File: src/rtl/core/clc_pkg.sv
`timescale 1ns / 1ps

package clc_pkg;

	// Width of the convolution sum; wider sums wrap at this width.
	localparam int CONV_BITS = 42;

	typedef enum logic [1:0] {
		S_IDLE,
		S_RUN,
		S_DRAIN,
		S_DONE
	} state_t;

	typedef struct packed {
		logic clear;
		logic valid;
	} mac_ctl_t;

endpackage

File: src/rtl/core/clc_mac.sv
`timescale 1ns / 1ps

module clc_mac
	import clc_pkg::*;
#(
	parameter int SAMPLE_BITS = 16
) (
	input  logic                          clk,
	input  logic                          arst_n,
	input  mac_ctl_t                      ctl,
	input  logic signed [SAMPLE_BITS-1:0] a,
	input  logic signed [SAMPLE_BITS-1:0] b,
	output logic signed [CONV_BITS-1:0]   acc,
	output logic                          busy
);

	localparam int PROD_W = 2 * SAMPLE_BITS;

	logic signed [PROD_W-1:0]    prod_s2;
	logic                        prod_vld_s2;
	logic signed [CONV_BITS-1:0] acc_q;

	always_ff @(posedge clk) begin
		prod_s2 <= PROD_W'(a) * PROD_W'(b);
	end

	always_ff @(posedge clk or negedge arst_n) begin
		if (!arst_n) begin
			prod_vld_s2 <= 1'b0;
		end else begin
			prod_vld_s2 <= ctl.valid;
		end
	end

	// The product is sign extended (or cut) to the sum width; the sum wraps.
	always_ff @(posedge clk) begin
		if (ctl.clear) begin
			acc_q <= '0;
		end else if (prod_vld_s2) begin
			acc_q <= acc_q + CONV_BITS'(prod_s2);
		end
	end

	assign acc  = acc_q;
	assign busy = prod_vld_s2;

endmodule

File: config.mk
export PLATFORM = sky130hd
export DESIGN_NAME = clc_mac
export DESIGN_NICKNAME = d
export VERILOG_FILES = /design/src/rtl/core/clc_pkg.sv /design/src/rtl/core/clc_mac.sv
export SDC_FILE = /design/constraint.sdc
export NUM_CORES = 1
export LEC_CHECK = 0
export BUFFER_PORTS_ARGS = -buffer_cell sky130_fd_sc_hd__buf_2
export CAP_MARGIN = 20
export CORE_MARGIN = 4
export CORE_UTILIZATION = 60
export CTS_BUF_LIST = sky130_fd_sc_hd__clkbuf_8 sky130_fd_sc_hd__clkbuf_16
export DETAILED_ROUTE_END_ITERATION = 8
export HOLD_SLACK_MARGIN = 0.15
export PLACE_DENSITY = 0.79
export SLEW_MARGIN = 20
export SYNTH_ARGS = -nofsm -noshare
export SYNTH_HDL_FRONTEND = slang
export SYNTH_SLANG_ARGS = --single-unit
File: constraint.sdc
create_clock -name clk -period 3.6 [get_ports clk]
set_input_delay 0.36 -clock clk [delete_from_list [all_inputs] [get_ports clk]]
set_output_delay 0.36 -clock clk [all_outputs]
set_load 0.05 [all_outputs]
==> run metrics, run 1 <==
drt drc 0; post-route antenna net violation count 0; WP buf/inv 9; sequential cell area 1510 um2; Worst path slowest cell fa_2; Hold WC Path Type input port to async pin; global-route wire length before repair 61000 um; MaxCap Viol Count 0; Worst-Margin Slew 0.937 ns; dominant cells by area after synthesis fa_1, ha_1, dfxtp_1; EDFF count, synth 0; ant diodes 0; largest net degree at the start of global routing 52; DR vias/cell around 5.5; drt pass-1 iters 6; CP top delay family adder cells; tightest hold margin about 0.33 ns; Worst Skew 0.00845 ns; CP peak stage delay 0.63 ns; width of the die 163 um; clock sink count 75; total grt overflow 0; CP Launch Type input port; wirelength, routed around 37000 um; die height roughly 160 um; Iter 0 DRT Violations 855; Final nets 2264; FF-to-FF path depth 10; Period minus WS final ~5.6 ns; share of synthesized flip-flops with an asynchronous set or reset 1.33%; Synth cell types 75; clk root buf clkbuf_16; wire length per cell between 15 and 20 um; Synthesis Warnings 0; kind of critical path input port to flop; core area 23500 um2; Vias 11994; Fmax achieved 178 MHz; clock latency on the worst-skew pair roughly 0.34 ns; Hold Violations, Final 0; crit-path max FO 8; CTS buffer count 9; CP Capture Type flop; cell breakdown of the critical path buf_12 > and2_4 > fa_2 > buf_4 > fa_1 > fa_1 > fa_1 > fa_1 > inv_1 > fa_1 > inv_1 > ha_4 > a21o_1 > a21oi_2 > o21ai_0 > a21o_1 > a221oi_4 > buf_4 > buf_4 > buf_4 > buf_4 > buf_4 > nand2_1 > xor2_1; HPWL after detailed placement 29500 um; failing checks setup timing; Max Root-Sink Buffers 2; H-tree levels 3; post-synth top area cell fa_1; required time worst endpoint 3.82 ns; Initial Utilization between 60% and 70%; layout cell share with drive strength beyond 1 ~25%; RSZ-0062 raised after global routing true; Final setup violation count 26; initial antenna violation count 0; vias in the first global route 13022; Slew Limit Fails 0; dominant synthesized flop cell dfxtp_1; Fillers roughly 1500; I/O Buffers 78; IO Pins 79; normalized max-slew margin 37.5%; RR Endpoint acc[38]; Area Overhead vs Synth 25.5%; gr usage total ~28%; RePlAce Congestion 0.933; register area share after synthesis 10.5%; Post-Synthesis Cells 1593; clock-pin slew on the worst setup and hold paths approximately 0.06 ns; syn_area_per_cell 9.00 um2; Reg-to-Reg Start acc[28]; cell row count 56; area share of the largest cell type after synthesis a little under two fifths; die area 26400 um2; area of the multi-input gates roughly 12000 um2; status complete, but fails checks; reg-to-reg slack, setup around 0.29 ns; Critical Path AT 5.85 ns; TritonCTS clock tree done; syn nets 2015; Worst Setup Slack, final -2.03 ns; number of synthesized register bits 75; most frequent CP cell buf_4; period utilisation layout 156%; Post-Syn Area roughly 14000 um2
==> worst max path at each step <==
stage,endpoint,depth (start not counted),slack [ns],start
5_1_grt,prod_s2[31],22,-2.21,a[15]
6_report,prod_s2[25],24,-2.03,a[15]
4_1_cts,prod_s2[31],21,-1.98,a[15]
3_3_place_gp,prod_s2[31],21,-2.32,a[15]
2_1_floorplan,prod_s2[31],21,-2.07,a[15]
3_5_place_dp,prod_s2[31],22,-2.51,a[15]
==> cells by family (layout without fill, tap and decap cells) <==
family	Yosys count	in the layout	synth area share (%)
and+or+nand+nor	443	443	15.1
buffers and inverters	366	620	9.69
AOI/OAI and AO/OA	236	236	11.7
muxes	22	22	1.55
DFF	75	75	10.5
adders and majority gates	386	386	47.5
xor gates and xnor gates	65	65	3.97
==> stage by stage <==
stage	utilization, %	setup TNS (ns)	instance area (um2)	instances	setup WS [ns]
after floorplan	-	-33.44	14800	1593	-2.07
final	76.6	-36.49	18000	2166	-2.03
after CTS	75.0	-35.74	17600	2148	-1.98
after global placement	70.5	-44.38	16500	2105	-2.32
after global routing	76.6	-40.22	18000	2166	-2.21
after detailed placement	70.5	-46.55	16500	2105	-2.51
==> Yosys cell counts (all sizes together), types with 4 or more instances <==
master	count
nand3	22
o21a	8
o21ai	35
buf	7
o311ai	4
o22ai	5
nor2b	9
a211oi	16
a31oi	9
o211ai	8
or2	6
clkbuf	52
and2	126
a221oi	4
a21oi	64
nand2	151
mux2i	21
a211o	4
and3	9
nand4	8
a31o	6
nor3	12
a2111oi	4
dfxtp	74
nand2b	10
a21o	34
xor2	21
ha	123
or3	4
xnor2	44
o21bai	7
inv	306
fa	263
nor2	79
==> area by class of cell <==
cell class	instances	area share, %
Clock buffer	9	1.25
Clock inverter	7	0.654
Inverter	307	6.44
Multi-Input combinational cell	1152	67.5
Sequential cell	75	8.38
Tap cell	319	2.22
Timing Repair Buffer	297	13.6
==> per-layer routing <==
metal / share of wire (%) / GRT usage [%] / vias to the layer above
li1: - / - / 5527
met1: 40 / 35.5 / 5946
met2: 51 / 50.9 / 419
met3: 5.3 / 3.11 / 102
met4: 3.1 / 8.23 / 0
met5: 0 / 0 / -
==> cells in the final DEF (no fill, tap or decap), types with 8 or more instances in the layout <==
master and instances:
nand2_1 147, xor2_1 21, buf_6 45, nor2_1 73, ha_1 99, ha_4 20, xnor2_1 42, nor3_1 12
mux2i_1 21, nor2b_1 9, clkbuf_16 12, buf_4 181, inv_1 287, o21ai_0 28, fa_2 15, dfxtp_1 74
nand4_1 8, a211oi_1 9, and2_4 21, a21oi_2 19, and2_1 105, nand3_1 21, a21oi_1 41, inv_2 18
fa_1 248, a31oi_1 8, a21o_1 34, buf_2 53, buf_12 8, nand2b_1 10, o21a_1 8
==> registers in the layout, indices dropped and copies added (netlist names) <==
signal	flops
busy	1
acc	42
prod_s2	32
==> repair_timing <==
action	CTS	global route
pin swaps	88	65
hold buffers	2	0
gates cloned	0	3
endpoints found under the setup margin	26	26
setup buffers	26	24
gates resized for setup	137	55
hold endpoints to repair	2	0
Power of run 1 is not shown: default switching activity piles up to over one toggle a cycle in this logic, so the estimate is an artifact.
==> inputs of run 2 (changes only) <==
--- a/config.mk
+++ b/config.mk
@@ -8,9 +8,9 @@
 export BUFFER_PORTS_ARGS = -buffer_cell sky130_fd_sc_hd__buf_2
 export CAP_MARGIN = 20
 export CORE_MARGIN = 4
-export CORE_UTILIZATION = 60
-export CTS_BUF_LIST = sky130_fd_sc_hd__clkbuf_8 sky130_fd_sc_hd__clkbuf_16
+export CORE_UTILIZATION = 58
 export DETAILED_ROUTE_END_ITERATION = 8
+export GPL_TIMING_DRIVEN = 1
 export HOLD_SLACK_MARGIN = 0.15
 export PLACE_DENSITY = 0.79
 export SLEW_MARGIN = 20
==> constraint.sdc (replaced) <==
create_clock -name clk -period 4.86 [get_ports clk]
set_input_delay 0.486 -clock clk [delete_from_list [all_inputs] [get_ports clk]]
set_output_delay 0.486 -clock clk [all_outputs]
set_load 0.05 [all_outputs]
==> run metrics, run 2 (synthesized netlist as in run 1, its figures left out) <==
largest net degree at the start of global routing 52; Iter 0 DRT Violations 847; core area 24300 um2; vias in the first global route 13223; Worst-Margin Slew between 0.8 and 0.9 ns; normalized max-slew margin 45.9%; post-route insts no fill 2149; DR vias/cell 5.64; hold path start ctl[0]; CP Capture Type flop; kind of critical path input port to flop; placed cell areas 16400 um2; crit-path max FO 5; RePlAce Congestion between 0.9 and 1; Fmax achieved 175 MHz; drt pass-1 iters 6; FF-to-FF path depth 10; Final setup violation count 20; HPWL after detailed placement ~29000 um; Hold WC Path Type input port to flop; TritonCTS clock tree done; Initial Utilization 58.9%; clk root buf clkbuf_16; MaxCap Viol Count 0; Period minus WS final 5.71 ns; Worst Skew 0.00597 ns; post-route core utilization around 73%; Reg-to-Reg Start acc[1]; wire length per cell 17.7 um; initial antenna violation count 0; wirelength, routed ~38000 um; drt drc 0; width of the die approximately 170 um; required time worst endpoint just over 5 ns; I/O Buffers 78; RSZ-0062 raised after global routing true; Hold EP busy; Cells after DPL 2096; status complete, but fails checks; total grt overflow 0; Critical Path AT between 5 and 6 ns; WHS Path Cells 1; layout cell share with drive strength beyond 1 24.7%; clock latency on the worst-skew pair 0.34 ns; clock-pin slew on the worst setup and hold paths 0.06 ns; H-tree levels 3; CP Launch Type input port; Area Overhead vs Synth 23.9%; post-route antenna net violation count 0; Slew Limit Fails 0; cell row count 57; Fillers 1632; area of the multi-input gates approximately 12000 um2; Final nets about 2200; most frequent cells in the layout inv_1, fa_1, buf_4; global-route wire length before repair 61700 um; max reg flops 42; RR Endpoint acc[39]; tightest hold margin between 0.2 and 0.3 ns; most common cell after layout, fill and taps aside inv_1; clock sink count 75; period utilisation layout 118%; reg-to-reg slack, setup 1.63 ns; design area 17700 um2; IO Pins 79; Vias 12124; Worst Setup Slack, final -0.854 ns; Max Root-Sink Buffers 2; sequential cell area 1510 um2; Hold Violations, Final 0; CTS buffer count 9; failing checks setup timing; ant diodes 0; die height around 170 um; gr usage total approximately 28%; die area ~27000 um2
## run 2: cell types whose count changed in the layout (fill, tap and decap cells not counted), moves of 5 or more
cell     before  now
buf_4       181  173
buf_6        45   36
ha_1         99  105
inv_1       287  282
inv_2        18   24
nand2_1     147  142
## run 2: per-stage QoR
step	setup slack [ns]	setup TNS [ns]
after detailed placement	-1.41	-19.15
final	-0.854	-10.72
after global placement	-1.23	-17.25
after floorplan	-0.936	-9.22
after CTS	-0.784	-9.18
after global routing	-1.03	-13.81
## run 2: layer usage
metal / track usage (%) / share of wire (%) / vias up
met5: 0 / 0 / -
met4: 8.43 / 3.8 / 0
met3: 4.42 / 6.8 / 156
met2: 51.5 / 52 / 463
met1: 33.8 / 38 / 6016
li1: - / - / 5489
## run 2: area by class of cell
class	count	area share, %
Inverter	307	6.49
Clock inverter	4	0.416
Clock buffer	11	1.42
Multi-Input combinational cell	1152	68.2
Sequential cell	75	8.49
Timing Repair Buffer	276	12.7
Tap cell	324	2.28
## run 2: worst max-delay path by stage
| stage | startpoint | slack (ns) | endpoint |
|---|---|---|---|
| after global placement | a[15] | -1.23 | prod_s2[31] |
| after global routing | a[15] | -1.03 | prod_s2[29] |
| after detailed placement | a[15] | -1.41 | prod_s2[31] |
| final | a[15] | -0.85 | prod_s2[31] |
| after floorplan | a[15] | -0.94 | prod_s2[31] |
| after CTS | a[15] | -0.78 | prod_s2[31] |
## run 2: critical path, cell delays in order
cell and delay [ns]:
buf_12 0.12, and2_4 0.14, fa_2 0.53, buf_4 0.17
buf_6 0.11, fa_1 0.52, fa_2 0.46, fa_1 0.51
fa_1 0.50, inv_1 0.05, fa_1 0.48, inv_1 0.07
ha_4 0.28, nand3_2 0.06, or3_4 0.39, nor2_4 0.11
o21a_1 0.14, a41oi_2 0.06, a311oi_2 0.38, a211o_1 0.19
a21oi_2 0.05, xnor2_1 0.11
## run 2: repair_timing
item | 4_1_cts | 5_1_grt
setup endpoints to repair | 20 | 21
hold buffers | 1 | 0
endpoints found under the hold margin | 1 | 0
gates cloned | 1 | 0
pin swaps | 104 | 74
gates resized for setup | 142 | 56
setup buffers | 24 | 19
Power of run 2 is left out for the same reason.
